<file path="src/design/spq_pkg.sv">
// Shared types and constants for the sorted priority queue.
// Holds the input and result word structs, status codes and default sizes.
// No dependencies.
package spq_pkg;

    localparam int PRIO_W           = 16;
    localparam int DEPTH_DEF        = 16;
    localparam int PAYLOAD_BITS_DEF = 32;

    // Status codes reported with every result word.
    localparam logic [1:0] ST_DONE  = 2'd0;
    localparam logic [1:0] ST_FULL  = 2'd1;
    localparam logic [1:0] ST_EMPTY = 2'd2;

    // Operation codes carried in the mode field.
    localparam logic MODE_INSERT = 1'b0;
    localparam logic MODE_REMOVE = 1'b1;

    typedef struct packed {
        logic                     mode;
        logic signed [PRIO_W-1:0] priority_req;
        logic [31:0]              payload;
    } t_in;

    typedef struct packed {
        logic [1:0]               status;
        logic                     removed_valid;
        logic signed [PRIO_W-1:0] removed_priority;
        logic [31:0]              removed_payload;
        logic                     empty_res;
        logic                     full_res;
    } t_out;

endpackage

</file>
<file path="src/design/spq_store.sv">
// Entry memory of the sorted priority queue: one write and one read port.
// The read data is registered. Default sizes come from spq_pkg.
module spq_store #(
    parameter int  DEPTH = spq_pkg::DEPTH_DEF,
    parameter int  DW    = spq_pkg::PRIO_W + spq_pkg::PAYLOAD_BITS_DEF,
    localparam int AW    = (DEPTH > 1) ? $clog2(DEPTH) : 1
) (
    input  logic          i_clk,
    input  logic          i_we,
    input  logic [AW-1:0] i_waddr,
    input  logic [DW-1:0] i_wdata,
    input  logic          i_re,
    input  logic [AW-1:0] i_raddr,
    output logic [DW-1:0] o_rdata
);

    logic [DW-1:0] r_mem [DEPTH];
    logic [DW-1:0] r_rdata;

    always_ff @(posedge i_clk) begin
        if (i_we) begin
            r_mem[i_waddr] <= i_wdata;
        end
    end

    always_ff @(posedge i_clk) begin
        if (i_re) begin
            r_rdata <= r_mem[i_raddr];
        end
    end

    assign o_rdata = r_rdata;

endmodule

</file>
<file path="src/design/spq_ctrl.sv">
// Sequencer of the sorted priority queue: a ring of entries in spq_store,
// walked one entry at a time through a single signed key comparator.
// Depends on spq_pkg.
module spq_ctrl #(
    parameter int  DEPTH        = spq_pkg::DEPTH_DEF,
    parameter int  PAYLOAD_BITS = spq_pkg::PAYLOAD_BITS_DEF,
    localparam int AW           = (DEPTH > 1) ? $clog2(DEPTH) : 1,
    localparam int CW           = $clog2(DEPTH + 1),
    localparam int DW           = spq_pkg::PRIO_W + PAYLOAD_BITS
) (
    input  logic          i_clk,
    input  logic          i_rst_n,
    input  logic          i_start,
    input  spq_pkg::t_in  i_item,
    output logic          o_busy,
    output logic          o_res_valid,
    output spq_pkg::t_out o_res,
    input  logic          i_res_take,
    output logic          o_we,
    output logic [AW-1:0] o_waddr,
    output logic [DW-1:0] o_wdata,
    output logic          o_re,
    output logic [AW-1:0] o_raddr,
    input  logic [DW-1:0] i_rdata
);
    import spq_pkg::*;

    localparam logic [2:0] S_IDLE     = 3'd0;
    localparam logic [2:0] S_INS_STEP = 3'd1;
    localparam logic [2:0] S_INS_CMP  = 3'd2;
    localparam logic [2:0] S_REM_CMP  = 3'd3;
    localparam logic [2:0] S_DONE     = 3'd4;

    logic [2:0]               r_state, n_state;
    logic [CW-1:0]            r_count, n_count;
    logic [AW-1:0]            r_head, n_head;
    logic [AW-1:0]            r_tail, n_tail;
    logic [AW-1:0]            r_phys, n_phys;
    logic [CW-1:0]            r_left, n_left;
    logic signed [PRIO_W-1:0] r_key, n_key;
    logic [PAYLOAD_BITS-1:0]  r_tag, n_tag;
    t_out                     r_res, n_res;
    logic                     w_fin_ins;
    logic signed [PRIO_W-1:0] w_rd_prio;

    function automatic logic [AW-1:0] ring_inc(input logic [AW-1:0] p);
        return (p == AW'(DEPTH - 1)) ? '0 : p + 1'b1;
    endfunction

    function automatic logic [AW-1:0] ring_dec(input logic [AW-1:0] p);
        return (p == '0) ? AW'(DEPTH - 1) : p - 1'b1;
    endfunction

    assign w_rd_prio = i_rdata[DW-1 -: PRIO_W];

    always_comb begin
        n_state   = r_state;
        n_count   = r_count;
        n_head    = r_head;
        n_tail    = r_tail;
        n_phys    = r_phys;
        n_left    = r_left;
        n_key     = r_key;
        n_tag     = r_tag;
        n_res     = r_res;
        w_fin_ins = 1'b0;
        o_we      = 1'b0;
        o_waddr   = r_phys;
        o_wdata   = {r_key, r_tag};
        o_re      = 1'b0;
        o_raddr   = ring_dec(r_phys);
        case (r_state)
            S_IDLE: begin
                if (i_start) begin
                    n_key = i_item.priority_req;
                    n_tag = PAYLOAD_BITS'(i_item.payload);
                    n_res = '0;
                    if (i_item.mode == MODE_INSERT) begin
                        if (r_count == CW'(DEPTH)) begin
                            n_res.status   = ST_FULL;
                            n_res.full_res = 1'b1;
                            n_state        = S_DONE;
                        end else begin
                            n_phys  = r_tail;
                            n_left  = r_count;
                            n_state = S_INS_STEP;
                        end
                    end else begin
                        if (r_count == '0) begin
                            n_res.status    = ST_EMPTY;
                            n_res.empty_res = 1'b1;
                            n_state         = S_DONE;
                        end else begin
                            o_re    = 1'b1;
                            o_raddr = r_head;
                            n_state = S_REM_CMP;
                        end
                    end
                end
            end
            S_INS_STEP: begin
                if (r_left == '0) begin
                    w_fin_ins = 1'b1;
                end else begin
                    o_re    = 1'b1;
                    n_state = S_INS_CMP;
                end
            end
            S_INS_CMP: begin
                // A larger stored key moves up one slot; otherwise the new
                // entry lands here, behind every key equal to it.
                if (w_rd_prio > r_key) begin
                    o_we    = 1'b1;
                    o_wdata = i_rdata;
                    n_phys  = ring_dec(r_phys);
                    n_left  = r_left - 1'b1;
                    n_state = S_INS_STEP;
                end else begin
                    w_fin_ins = 1'b1;
                end
            end
            S_REM_CMP: begin
                n_res.status           = ST_DONE;
                n_res.removed_valid    = 1'b1;
                n_res.removed_priority = w_rd_prio;
                n_res.removed_payload  = 32'(i_rdata[PAYLOAD_BITS-1:0]);
                n_res.empty_res        = (r_count == CW'(1));
                n_res.full_res         = 1'b0;
                n_head                 = ring_inc(r_head);
                n_count                = r_count - 1'b1;
                n_state                = S_DONE;
            end
            S_DONE: begin
                if (i_res_take) begin
                    n_state = S_IDLE;
                end
            end
            default: begin
                n_state = S_IDLE;
            end
        endcase
        if (w_fin_ins) begin
            o_we           = 1'b1;
            o_waddr        = r_phys;
            o_wdata        = {r_key, r_tag};
            n_count        = r_count + 1'b1;
            n_tail         = ring_inc(r_tail);
            n_res.status   = ST_DONE;
            n_res.empty_res = 1'b0;
            n_res.full_res = (r_count == CW'(DEPTH - 1));
            n_state        = S_DONE;
        end
    end

    always_ff @(posedge i_clk) begin
        if (!i_rst_n) begin
            r_state <= S_IDLE;
            r_count <= '0;
            r_head  <= '0;
            r_tail  <= '0;
        end else begin
            r_state <= n_state;
            r_count <= n_count;
            r_head  <= n_head;
            r_tail  <= n_tail;
        end
    end

    always_ff @(posedge i_clk) begin
        r_phys <= n_phys;
        r_left <= n_left;
        r_key  <= n_key;
        r_tag  <= n_tag;
        r_res  <= n_res;
    end

    assign o_busy      = (r_state != S_IDLE);
    assign o_res_valid = (r_state == S_DONE);
    assign o_res       = r_res;

`ifndef SYNTHESIS
    a_count_bound: assert property (@(posedge i_clk) disable iff (!i_rst_n)
        r_count <= CW'(DEPTH))
        else $error("entry count above depth");

    a_ring_ends: assert property (@(posedge i_clk) disable iff (!i_rst_n)
        (r_count == '0 || r_count == CW'(DEPTH)) |-> (r_tail == r_head))
        else $error("ring head and tail disagree with count");

    a_idle_count: assert property (@(posedge i_clk) disable iff (!i_rst_n)
        (r_state == S_IDLE || r_state == S_DONE) |=> $stable(r_count))
        else $error("count changed outside an operation");

    a_walk_bound: assert property (@(posedge i_clk) disable iff (!i_rst_n)
        (r_state == S_INS_STEP || r_state == S_INS_CMP) |-> (r_left <= r_count))
        else $error("insert walk ran past the stored entries");
`endif

endmodule

</file>
<file path="src/design/sorted_priority_queue.sv">
// Sorted priority queue, smallest priority first, stable among equal keys.
// Top level: input and result channels with a registered result word.
// Depends on spq_pkg, spq_ctrl and spq_store.
//
// Usage: the input channel carries one word per operation: mode 0 inserts
// priority_req with its payload tag, mode 1 removes the smallest entry.
// Every input word yields exactly one result word with a status, the
// removed entry (zero when nothing was removed) and the empty and full
// flags as they stand after the operation.
// The block works on one word at a time. o_in_stall is high from the cycle
// after a word is accepted until its result has moved into the output
// register. A dropped insert or a remove on an empty queue goes straight to
// the result state; a remove first reads the head entry. An insert walks
// back from the tail past every larger stored entry, and each one costs one
// memory read and one compare-and-write. Entries sit in a ring, so a remove
// never moves the others. Reset empties the queue at once; memory contents
// are not cleared and are never read before written. When the receiver
// stalls, the result word holds in the output register; one more result
// waits in the sequencer and the input stays stalled until it moves on.
module sorted_priority_queue #(
    parameter int DEPTH        = spq_pkg::DEPTH_DEF,
    parameter int PAYLOAD_BITS = spq_pkg::PAYLOAD_BITS_DEF
) (
    input  logic          i_clk,
    input  logic          i_rst_n,
    input  logic          i_in_valid,
    input  spq_pkg::t_in  i_in_data,
    output logic          o_in_stall,
    output logic          o_out_valid,
    output spq_pkg::t_out o_out_data,
    input  logic          i_out_stall
);
    import spq_pkg::*;

    localparam int AW = (DEPTH > 1) ? $clog2(DEPTH) : 1;
    localparam int DW = PRIO_W + PAYLOAD_BITS;

    logic          w_busy;
    logic          w_start;
    logic          w_res_valid;
    t_out          w_res;
    logic          w_take;
    logic          w_we;
    logic [AW-1:0] w_waddr;
    logic [DW-1:0] w_wdata;
    logic          w_re;
    logic [AW-1:0] w_raddr;
    logic [DW-1:0] w_rdata;
    logic          r_out_valid;
    t_out          r_out;

    // The input word is taken whenever the sequencer is idle.
    assign o_in_stall = w_busy;
    assign w_start    = i_in_valid && !w_busy;

    // The finished result moves into the output register when it is empty
    // or its word is being taken in this cycle.
    assign w_take = w_res_valid && (!r_out_valid || !i_out_stall);

    spq_ctrl #(
        .DEPTH        (DEPTH),
        .PAYLOAD_BITS (PAYLOAD_BITS)
    ) u_ctrl (
        .i_clk       (i_clk),
        .i_rst_n     (i_rst_n),
        .i_start     (w_start),
        .i_item      (i_in_data),
        .o_busy      (w_busy),
        .o_res_valid (w_res_valid),
        .o_res       (w_res),
        .i_res_take  (w_take),
        .o_we        (w_we),
        .o_waddr     (w_waddr),
        .o_wdata     (w_wdata),
        .o_re        (w_re),
        .o_raddr     (w_raddr),
        .i_rdata     (w_rdata)
    );

    spq_store #(
        .DEPTH (DEPTH),
        .DW    (DW)
    ) u_store (
        .i_clk   (i_clk),
        .i_we    (w_we),
        .i_waddr (w_waddr),
        .i_wdata (w_wdata),
        .i_re    (w_re),
        .i_raddr (w_raddr),
        .o_rdata (w_rdata)
    );

    always_ff @(posedge i_clk) begin
        if (!i_rst_n) begin
            r_out_valid <= 1'b0;
        end else if (w_take) begin
            r_out_valid <= 1'b1;
        end else if (!i_out_stall) begin
            r_out_valid <= 1'b0;
        end
    end

    always_ff @(posedge i_clk) begin
        if (w_take) begin
            r_out <= w_res;
        end
    end

    assign o_out_valid = r_out_valid;
    assign o_out_data  = r_out;

endmodule

</file>
<file path="config.mk">
export PLATFORM = sky130hd
export DESIGN_NAME = sorted_priority_queue
export DESIGN_NICKNAME = d
export VERILOG_FILES = /design/src/design/spq_pkg.sv /design/src/design/spq_store.sv /design/src/design/spq_ctrl.sv /design/src/design/sorted_priority_queue.sv
export SDC_FILE = /design/constraint.sdc
export NUM_CORES = 1
export LEC_CHECK = 0
export ABC_AREA = 1
export BUFFER_PORTS_ARGS = -buffer_cell sky130_fd_sc_hd__buf_2
export CORE_ASPECT_RATIO = 1.2
export CORE_MARGIN = 2
export CORE_UTILIZATION = 56
export CTS_CLUSTER_SIZE = 14
export DETAILED_ROUTE_END_ITERATION = 10
export GPL_TIMING_DRIVEN = 0
export PLACE_DENSITY = 0.72
export SYNTH_ARGS = -nofsm -noshare
export SYNTH_HDL_FRONTEND = slang
export SYNTH_SLANG_ARGS = --single-unit
</file>
<file path="constraint.sdc">
create_clock -name i_clk -period 8.5 [get_ports i_clk]
set_input_delay 0.85 -clock i_clk [delete_from_list [all_inputs] [get_ports i_clk]]
set_output_delay 0.85 -clock i_clk [all_outputs]
set_load 0.005 [all_outputs]
</file>
; Word-level counts from Yosys, hierarchy flattened
; Memory sizes are Yosys's and may differ from the RTL's. A register that Yosys moved wholly into a read port is not among the register bits.
; Cells that the tools add are included.
[totals]
ff_bits = 180
ramBits = 768
input_bits = 53
output_inout_bits = 55
word_cells = 129
memories = 1
[op_classes]
n_addsub = 6
magnitude_cmp = 1
eq_ne = 20
muxes = 56
n_bitwise = 1
reduce_logical = 22
[mem_list]
columns = name, words, width, rd, rd_ports_with_merged_regs, write_ports, line_no
row1 = u_store.r_mem, 16, 48, 1, 1, 1, spq_store.sv:17  ; logic [DW-1:0] r_mem [DEPTH];
[ops]
columns = op, count
row1 = $mux 48, 3
row2 = $pmux 53 s2, 1
row3 = $mux 53, 1
row4 = $mux 4, 11
row5 = $mux 5, 6
row6 = $mux 3, 8
row7 = $mux 1, 19
row8 = $gt 16x16->1, 1
row9 = $pmux 3 s5, 1
row10 = $logic_not 5->1, 2
row11 = $pmux 5 s2, 1
row12 = $sub 5x1->5 const B, 2
row13 = $ne 3x1->1 const B, 3
row14 = $add 4x1->4 const B, 2
row15 = $eq 4x4->1 const B, 2
row16 = $ne 2x1->1 const B, 4
row17 = $pmux 4 s2, 1
row18 = $reduce_and 4->1, 2
row19 = $eq 3x2->1 const B, 2
row20 = $ne 2x2->1 const B, 3
row21 = $reduce_and 2->1, 3
row22 = $reduce_bool 2->1, 3
row23 = $reduce_bool 3->1, 2
row24 = $add 5x1->5 const B, 1
row25 = other kinds (17), 22

; Depth between registers and ports, before layout
; Gate-level depths: netlist of run 1.
[depth]
word_depth = 6
depth_mapped = 20
ltp_nobuf = 20

; Modules after synthesis
; Synthesis of run 1 repeated with hierarchy kept, for this count alone.
[hier_totals]
cells_unflattened = 3821
area_unflattened_um2 = 41892.7
[modules_own_cells]
columns = module, n_inst, cells_per_inst, area_per_inst_um2, seq_area_each_um2
row1 = spq_store, 1, 3166, 34284.1, 24503.5
row2 = spq_ctrl, 1, 594, 5964.5, 3593.4
row3 = sorted_priority_queue, 1, 61, 1644.1, 1611.5

; Worst setup path before layout of run 1
; Ideal clock, no wire load.
[synth_timing]
path_type = flip-flop to flip-flop
startpoint = register u_ctrl.r_left[0]
endpoint = memory u_store.r_mem[10][0] (netlist bit), enable pin
setup_time_ps = 454
arrival_time_ps = 3223
required_ps = 8046
setup_slack_ps = 4824
stages_incl_launch_ff = 11
n_path_buf = 0
synth_period_minus_slack_ps = 3676
cell_sequence = edfxtp_1 -> inv_1 -> ha_1 -> nand2_1 -> nor2_1 -> nand2_1 -> inv_1 -> nor2_1 -> inv_1 -> nand2_1 -> nor2_1
[synth_via]
elab_chain_cells = 6
[synth_rtl]
columns = element, line_no
row1 = from (decl), spq_ctrl.sv:39  ; logic [CW-1:0] r_left, n_left;
row2 = from (signal assigned), spq_ctrl.sv:171  ; r_left <= n_left;
row3 = $logic_not 5->1, spq_ctrl.sv:102  ; if (r_left == '0) begin
row4 = $mux 1, spq_ctrl.sv:102
row5 = $pmux 1 s2, spq_ctrl.sv:72  ; case (r_state)
row6 = $mux 1, spq_ctrl.sv:142  ; if (w_fin_ins) begin
row7 = $mux 1, spq_store.sv:21  ; if (i_we) begin
row8 = $mux 1 (not written as such), spq_store.sv:22  ; r_mem[i_waddr] <= i_wdata;
row9 = to (decl), spq_store.sv:17
; Every way passes these cells.

; Worst setup path in the final report of run 1
[layout_timing]
startpoint = register u_store.r_rdata[33], in the netlist u_store.o_rdata[33] (read register of u_store.r_mem)
endpoint = memory u_store.r_mem[14][28] (netlist bit), data pin
[layout_via]
elab_chain_cells = 4
word_cells_on_any_way = 6
cone_classes = order compare (1) / mux (5)
[layout_rtl]
columns = element, line_no
row1 = from (decl), spq_store.sv:18  ; logic [DW-1:0] r_rdata;
row2 = $gt 16x16->1 *, spq_ctrl.sv:112  ; if (w_rd_prio > r_key) begin
row3 = $mux 1 or $mux 48 (tied branches), spq_ctrl.sv:112
row4 = $pmux 1 s2 or $mux 48 (tied branches), spq_ctrl.sv:72
row5 = $mux 48 *, spq_ctrl.sv:142
row6 = named net u_ctrl.o_wdata[28], spq_ctrl.sv:21  ; output logic [DW-1:0] o_wdata,
; Mark *: on every way through the listed nets, which the timed path passes. The rest lies on a longest branch.

==> results.md, run 1 <==
- The flow ran to the end, and the final reports show no timing, DRC or antenna violations.
- The average instance area after synthesis is 13.2 um2.
- The CTS buffer count is 95.
- The endpoint identified for the worst register-to-register timing path is u_store.r_mem[14][28].
- The max-capacitance violation count is 0.
- The floorplan die area is 73,300 um2.
- The I/O pin count is 108.
- The total overflow left after global routing is 0.
- The number of global-route vias before repair is 25,819.
- The number of antenna violations at the first check in global routing is 8.
- Measured along the x axis, the die boundary spans 247 um.
- Of the available clock period, the critical path in the final layout requires 0.568.
- Hold repair after CTS inserted 0 buffers.
- The number of different library cells in the post-synthesis netlist is 38.
- The floorplan has 107 rows.
- The startpoint of the most critical hold path is i_in_data[4].
- The slew at the pin closest to its max-slew limit is 1.20 ns.
- The wire length of the first global-routing pass is 153 mm.
- The min-delay analysis places its worst path in the category primary input to flop.
- Summed over all instances, the cell type with the most area after synthesis is sky130_fd_sc_hd__edfxtp_1.
- The starting utilization of the core area is 0.563.
- The startpoint type of the worst setup path is a flop.
- The overall routing resource usage is 0.282.
- The floorplan step set the die height to 296 um.
- The final layout contains 3,351 nets.
- The worst hold path terminates at u_ctrl.r_tag[4].
- The combined flip-flop and latch cell area is 29,700 um2.
- The type of destination of the critical path is a flop.
- In the synthesized netlist the dominant register cell turns out to be sky130_fd_sc_hd__edfxtp_1.
- The number of filler cells placed in the layout is 5,086.
- For this block, the via count after detailed routing is 25,622.
- Of all flip-flops after synthesis, the portion carrying an async set or reset was 0.
- Setup repair after global routing left no endpoint under its margin.
- After clock tree synthesis, the setup repair step added 0 buffers.
- In the final layout, the share of cells above drive strength 1 is 0.127.
- The total core area is 70,700 um2.
- The number of antenna diodes in the final layout is 0.
- Setup violations remaining at the end of the flow were counted as 0.
- The number of instances in the synthesized netlist is 3,025.
- The wire length reported by the detailed router is 103 mm.
- For this run, the number of Yosys warnings is 0.
- In the post-synthesis netlist, the biggest area contributors are sky130_fd_sc_hd__edfxtp_1 (74%), sky130_fd_sc_hd__o21ai_0 (5.9%), sky130_fd_sc_hd__o211ai_1 (3.4%).
- Headroom to the max-slew limit came out at 0.198.
- The post-synth design cell area is 39,800 um2.
- The type of the worst setup path is flop to flop.
- The register clock-pin slew on the reported worst setup and hold paths is 0.06 ns.
- The share of the Yosys chip area taken by registers is 0.746.
- Yosys mapped a number of flops with a built-in enable equal to 976.
- At the end of routability-driven placement, the weighted congestion stood at 0.860.
- The HPWL after detailed placement is 68.0 mm.
- The maximum clock path buffer count is 3.
- Measured in cells, the most critical reg-to-reg path has a length of 15.
- The final hold violation count is 0.
- The DRC violation total after the first TritonRoute iteration is 3,324.
- In this run, synthesis produced a sequential element count of 996.
- The worst register-to-register path has a setup slack of 3.67 ns.
- The root buffer cell chosen for the clock tree is sky130_fd_sc_hd__clkbuf_16.
- The clock skew after layout is 0.0320 ns.
- The number of max-slew violations in the final report is 0.
- In this run the critical register-to-register path is launched from u_store.o_rdata[33].
- The post-synth net total is 3,106.
- The achievable clock frequency is 207 MHz.
- In this run the tool buffered the top-level ports with 107 buffer cells.
- The area share of the largest cell type after synthesis is 0.736.
- In the routed layout, each cell is associated on average with a via count of 6.00.
- The clock reaches the later pin of the worst-skew pair after 0.66 ns.
- The post-cts repair resize count is 0.
- The area growth from synthesis to layout is 13.8%.
- The clock net sink count is 996.
- Before antenna repair, the detailed router went through 6 iterations.
- Along the worst path, the maximum fanout reaches 10.
- In the final routed layout, each cell accounts on average for 24.2 um.
- The DRC violation count after routing is 0.
- The CTS tree is yes.
- The routed design could run at a clock period as short as 4.83 ns.
- The maximum level of the CTS H-tree is 3.
- At the worst endpoint, the required time is 9.00 ns.
- The number of cells traversed by the worst hold path is 1.
- The area used by multi-input combinational logic is 8000 um2.
- The count of antenna-violating nets left after detailed routing is 0.
- Data arrives at the worst endpoint at 5.33 ns.
- The largest net degree at the start of global routing is 54.
- Setup total negative slack on the finished layout was measured at 0 ns.
## per-layer routing
layer  up-vias  GRT usage  routed length (um)
met4         4      0.147                4830
met5         -          0                  26
met3       281     0.0386                8840
met1     12456      0.361               38800
li1      11382          -                   -
met2      1499      0.474               50800
## Yosys cell counts (2+ instances only)
| library cell | number |
|---|---|
| sky130_fd_sc_hd__inv_1 | 353 |
| sky130_fd_sc_hd__nor2_1 | 191 |
| sky130_fd_sc_hd__ha_1 | 28 |
| sky130_fd_sc_hd__clkbuf_1 | 68 |
| sky130_fd_sc_hd__o21bai_1 | 48 |
| sky130_fd_sc_hd__o211ai_1 | 180 |
| sky130_fd_sc_hd__o211ai_2 | 10 |
| sky130_fd_sc_hd__buf_2 | 71 |
| sky130_fd_sc_hd__dfxtp_1 | 20 |
| sky130_fd_sc_hd__buf_4 | 11 |
| sky130_fd_sc_hd__nand3_1 | 208 |
| sky130_fd_sc_hd__o21ai_2 | 4 |
| sky130_fd_sc_hd__a21oi_1 | 17 |
| sky130_fd_sc_hd__nor3_1 | 6 |
| sky130_fd_sc_hd__edfxtp_1 | 976 |
| sky130_fd_sc_hd__o21ai_1 | 35 |
| sky130_fd_sc_hd__inv_2 | 3 |
| sky130_fd_sc_hd__nand2_1 | 272 |
| sky130_fd_sc_hd__buf_1 | 8 |
| sky130_fd_sc_hd__clkbuf_2 | 4 |
| sky130_fd_sc_hd__nand4_1 | 7 |
| sky130_fd_sc_hd__xnor2_1 | 3 |
| sky130_fd_sc_hd__nor2_2 | 2 |
| sky130_fd_sc_hd__o21ai_0 | 468 |
| sky130_fd_sc_hd__buf_6 | 15 |
| sky130_fd_sc_hd__a31oi_1 | 5 |
## stage by stage
stage	instances	util	area [um2]	hold WS (ns)	setup WS [ns]
floorplan	3025	-	39800	0.400	4.82
global placement	4058	0.587	41500	0.400	2.42
detailed placement	4099	0.598	42300	0.405	3.58
CTS	4270	0.641	45300	0.341	3.56
global route	4270	0.641	45300	0.360	3.52
finish	4270	0.641	45300	0.364	3.67
## layout by cell type (no fill, tap or decap), drive strengths merged, types with 3 or more instances in the layout
cell	count
nor3	7
o211ai	190
bufinv	10
edfxtp	976
a31oi	5
nand3	209
ha	28
nor2	195
inv	358
a21oi	17
o21ai	507
buf	253
o21bai	48
clkbuf	189
dfxtp	20
clkinv	41
nand4	7
xnor2	3
nand2	274
## flip-flops by register name (all words and copies together), names as in the netlist
register         flops
o_out_data          53
o_out_valid          1
u_ctrl.o_res        53
u_ctrl.o_waddr       4
u_ctrl.r_count       5
u_ctrl.r_head        4
u_ctrl.r_key        16
u_ctrl.r_left        5
u_ctrl.r_state       3
u_ctrl.r_tag        32
u_ctrl.r_tail        4
u_store.o_rdata     48
u_store.r_mem      768
## cells by family after synthesis
logic type / synth area share
fa+ha+maj: 0.00880
buf+inv: 0.0565
xor+xnor: 0.000880
simple gates: 0.0742
compound gates: 0.114
flops: 0.746
## final cells by class
type | count | area share
Clock buffer | 117 | 0.0557
Multi-Input combinational cell | 1496 | 0.176
Sequential cell | 996 | 0.656
Inverter | 356 | 0.0295
Buffer | 177 | 0.0201
Tap cell | 926 | 0.0256
Clock inverter | 54 | 0.0115
Timing Repair Buffer | 148 | 0.0256
## how the worst max path moves through the flow
| stage | from | endpoint | cells past startpoint |
|---|---|---|---|
| floorplan | u_ctrl.r_left[0] | u_store.r_mem[10][0] | 10 |
| global placement | u_ctrl.r_state[0] | u_store.r_mem[7][30] | 8 |
| CTS | u_ctrl.r_key[15] | u_store.r_mem[4][31] | 14 |
| finish | u_store.o_rdata[33] | u_store.r_mem[14][28] | 15 |
| global route | u_ctrl.r_key[15] | u_store.r_mem[14][28] | 15 |
| detailed placement | u_store.o_rdata[39] | u_store.r_mem[11][31] | 13 |
## worst max-delay path, stage by stage (launching register included)
cell and delay [ns]:
sky130_fd_sc_hd__edfxtp_1 0.40, sky130_fd_sc_hd__ha_1 0.31, sky130_fd_sc_hd__nand2_1 0.07, sky130_fd_sc_hd__nand2_1 0.06
sky130_fd_sc_hd__nand2_1 0.05, sky130_fd_sc_hd__nand2_1 0.09, sky130_fd_sc_hd__nand2_1 0.07, sky130_fd_sc_hd__nand2_1 0.10
sky130_fd_sc_hd__nand2_1 0.13, sky130_fd_sc_hd__nand3_1 0.11, sky130_fd_sc_hd__nand4_1 0.76, sky130_fd_sc_hd__clkbuf_1 0.81
sky130_fd_sc_hd__clkbuf_1 0.67, sky130_fd_sc_hd__nand2_1 0.28, sky130_fd_sc_hd__o21ai_1 0.45, sky130_fd_sc_hd__buf_4 0.29
Power of run 1 is not shown: default switching activity piles up to over one toggle a cycle in this logic, so the estimate is an artifact.
==> run 2, diff against run 1 <==
==> constraint.sdc (replaced) <==
create_clock -name i_clk -period 4.58 [get_ports i_clk]
set_input_delay 0.458 -clock i_clk [delete_from_list [all_inputs] [get_ports i_clk]]
set_output_delay 0.458 -clock i_clk [all_outputs]
set_load 0.005 [all_outputs]
==> run 2 against run 1 <==
- cell area rose by 1.1%
- critical path depth decreased by 3
- sequential cell count stayed put
- die area did not move
- non-clock buffer count rose by 49
- utilization increased by 0.71 points
- clock-buffer cell count stayed put
- register-to-register slack worse by 3.4 ns
- final cell count up 1.1%
- highest routed layer unchanged
==> results.md, run 2 (synthesis gave the netlist of run 1 again) <==
- The flow ran to the end, and the final reports show no timing, DRC or antenna violations.
- The layout overhead on the synthesized area is 15.1%.
- Setup repair after global routing left no endpoint under its margin.
- The number of standard-cell rows in the floorplan is 107 (unchanged).
- The total core area is 70,700 um2 (unchanged).
- The worst hold path terminates at o_out_valid.
- The routability congestion estimate from global placement came to 0.860 (unchanged).
- The number of max-slew violations in the final report is 0 (unchanged).
- The startpoint of the most critical hold path is i_out_stall.
- The number of nets in the finished design was 3,400 (+1.5%).
- The clock net sink count is 996 (unchanged).
- The max-capacitance violation count is 0 (unchanged).
- The maximum clock path buffer count is 3 (unchanged).
- The overall routing resource usage is 0.284 (+0.00147).
- The register-to-register setup slack is 0.30 ns (-3.37 ns).
- The DRC violation count after routing came to 0 (unchanged).
- The headroom to the max-slew limit is 0.213 (+0.0154).
- The maximum level of the CTS H-tree is 3 (unchanged).
- TritonCTS built the clock tree.
- The most common cell after layout, fill and taps aside is sky130_fd_sc_hd__edfxtp_1.
- The worst register-to-register path begins at u_ctrl.r_state[2].
- The wire length of the first global-routing pass is 154 mm (+0.56%).
- The total number of cells along the worst setup path was 12 (-3).
- The family of cells with the greatest summed delay on the critical path is simple AND/OR/NAND/NOR gates.
- The routed via count divided by cell count is 6.00 (about the same).
- The largest net degree at the start of global routing is 54 (unchanged).
- The area of all placed cells without fillers came to 45,800 um2 (+1.1%).
- The total of buffers placed on input and output ports is 107 (unchanged).
- The final hold violation count was 0 (unchanged).
- The total placed instance area is 42,300 um2 (unchanged).
- The number of filler cells placed in the layout is 5,029 (-1.1%).
- The count of antenna-violating nets left after detailed routing is 0 (unchanged).
- The total via count after detailed routing is 25,923 (+1.2%).
- The starting utilization of the core area is 0.563 (unchanged).
- The number of cells traversed by the worst hold path is 3 (+2).
- The detailed placer's ending HPWL came to 68.0 mm (unchanged).
- The CTS buffer count is 95 (unchanged).
- The final number of setup-violating endpoints was 0 (unchanged).
- The sum of buffers and inverters on the critical path is 2 (-1).
- The DRC violation total after the first TritonRoute iteration is 3,373 (+1.5%).
- The period utilization is 0.935 (+0.366).
- The number of antenna violations at the first check in global routing is 7 (-1).
- The cell that appears most often on the critical path is sky130_fd_sc_hd__nand3_1.
- The wire length reported by the detailed router is 104 mm (+0.40%).
- The slew at the pin closest to its max-slew limit is 1.17 ns (-0.0309 ns).
- The achievable clock frequency is 234 MHz (+13%).
- The worst-case reg-to-reg path depth is 12 (-3).
- The arrival time reported for the critical path endpoint is 4.79 ns (-0.54 ns).
- The top register by number of flip-flops is u_store.r_mem.
- The height of the die is 296 um (unchanged).
- The number of diodes is 0 (unchanged).
- STA classifies the critical path startpoint as a flop.
- The I/O pin count came to 108 (unchanged).
- The delay of the slowest cell on the worst path is 0.83 ns (+0.02 ns).
- The master of the slowest instance on the critical path is sky130_fd_sc_hd__nor2_8.
- The clock skew after layout is 0.0263 ns (-0.00568 ns).
- The critical path data required time is 5.09 ns (-3.91 ns).
- The floorplan die area is 73,300 um2 (unchanged).
- The number of global-route vias before repair is 25,974 (+0.60%).
- The class of the worst hold path is primary input to flop.
- Walking the worst path, the cells encountered are nor2_4, nand2_4, nor2_8, nand4_1, nand2_2, buf_2, clkbuf_1, o21ai_0, o21bai_1, nand3_1, nand3_1, nand2_1.
- The horizontal die dimension is 247 um (unchanged).
- The endpoint identified for the worst register-to-register timing path is u_store.o_rdata[34].
- The number of detailed-routing iterations run before antenna repair is 7 (+1).
- The register clock-pin slew on the reported worst setup and hold paths is 0.06 ns (about the same).
- The worst setup path is captured at a flop.
- The total overflow reported by the global router is 0 (unchanged).
- Leaving out fill and tap cells, the most frequent cells in the layout are sky130_fd_sc_hd__edfxtp_1 (976), sky130_fd_sc_hd__o21ai_0 (422), sky130_fd_sc_hd__inv_1 (352).
- The source-to-sink clock delay at the later pin of the worst-skew pair is 0.66 ns (about the same).
- CTS placed an instance of sky130_fd_sc_hd__clkbuf_16 at the clock tree root.
- The number of flip-flops under the largest register name is 768 (unchanged).
- The post-layout minimum cycle time is 4.28 ns (-0.550 ns).
- The share of layout cells above drive strength 1 is 0.126 (-0.00125).
- The share of the core filled with cells was 0.648 (+0.00710).
- The routed wire length per instance is 24.0 um (-0.74%).
- The critical path in this run is classified as flop to flop.
- The peak fanout along the critical path is 53 (+43).
## run 2: final cells by class
class                      count  area, um2  area share
buffer                       177        913      0.0199
clock buffer                 117       2520      0.0551
clock inverter                54        520      0.0114
inverter                     356       1340      0.0292
multi-input combinational   1496       8000       0.175
sequential                   996      29700       0.648
tap                          926       1160      0.0253
timing repair buffer         197       1660      0.0362
## run 2: how the worst max path moves through the flow
stage	slack, ns	from	endpoint
final	0.30	u_ctrl.r_state[2]	u_store.o_rdata[34]
after global routing	0.14	u_ctrl.r_state[2]	u_store.o_rdata[34]
after CTS	0.33	u_ctrl.r_state[2]	u_store.o_rdata[34]
after detailed placement	-0.34	u_store.o_rdata[39]	u_store.r_mem[11][31]
after global placement	-1.50	u_ctrl.r_state[0]	u_store.r_mem[7][30]
after floorplan	0.90	u_ctrl.r_left[0]	u_store.r_mem[10][0]
## run 2: metal layers
metal	routed length [um]	global-route usage	vias up
met1	38600	0.362	12651
met4	4780	0.148	2
met3	9140	0.0373	274
met5	12	0	-
met2	51300	0.477	1508
li1	-	-	11488
## run 2: worst min-delay path: stages
cell and delay (ns):
sky130_fd_sc_hd__buf_2 0.10, sky130_fd_sc_hd__nand2_1 0.10, sky130_fd_sc_hd__a21oi_1 0.08
## run 2: metrics by stage
step,worst slack [ns],instances,hold slack [ns],TNS [ns]
finish,0.298,4319,0.127,0
global placement,-1.50,4058,0.400,-1076.56
CTS,0.331,4319,0.104,0
global route,0.139,4319,0.143,0
detailed placement,-0.337,4099,0.405,-44.90
floorplan,0.904,3025,0.400,0
## run 2: timing repair
action / 4_1_cts / 5_1_grt
endpoints found under the hold margin: 48 / 0
gates resized for setup: 2 / 0
setup endpoints to repair: 384 / 0
buffers inserted: 1 / 0
hold buffers: 48 / 0
Power of run 2 is left out for the same reason.
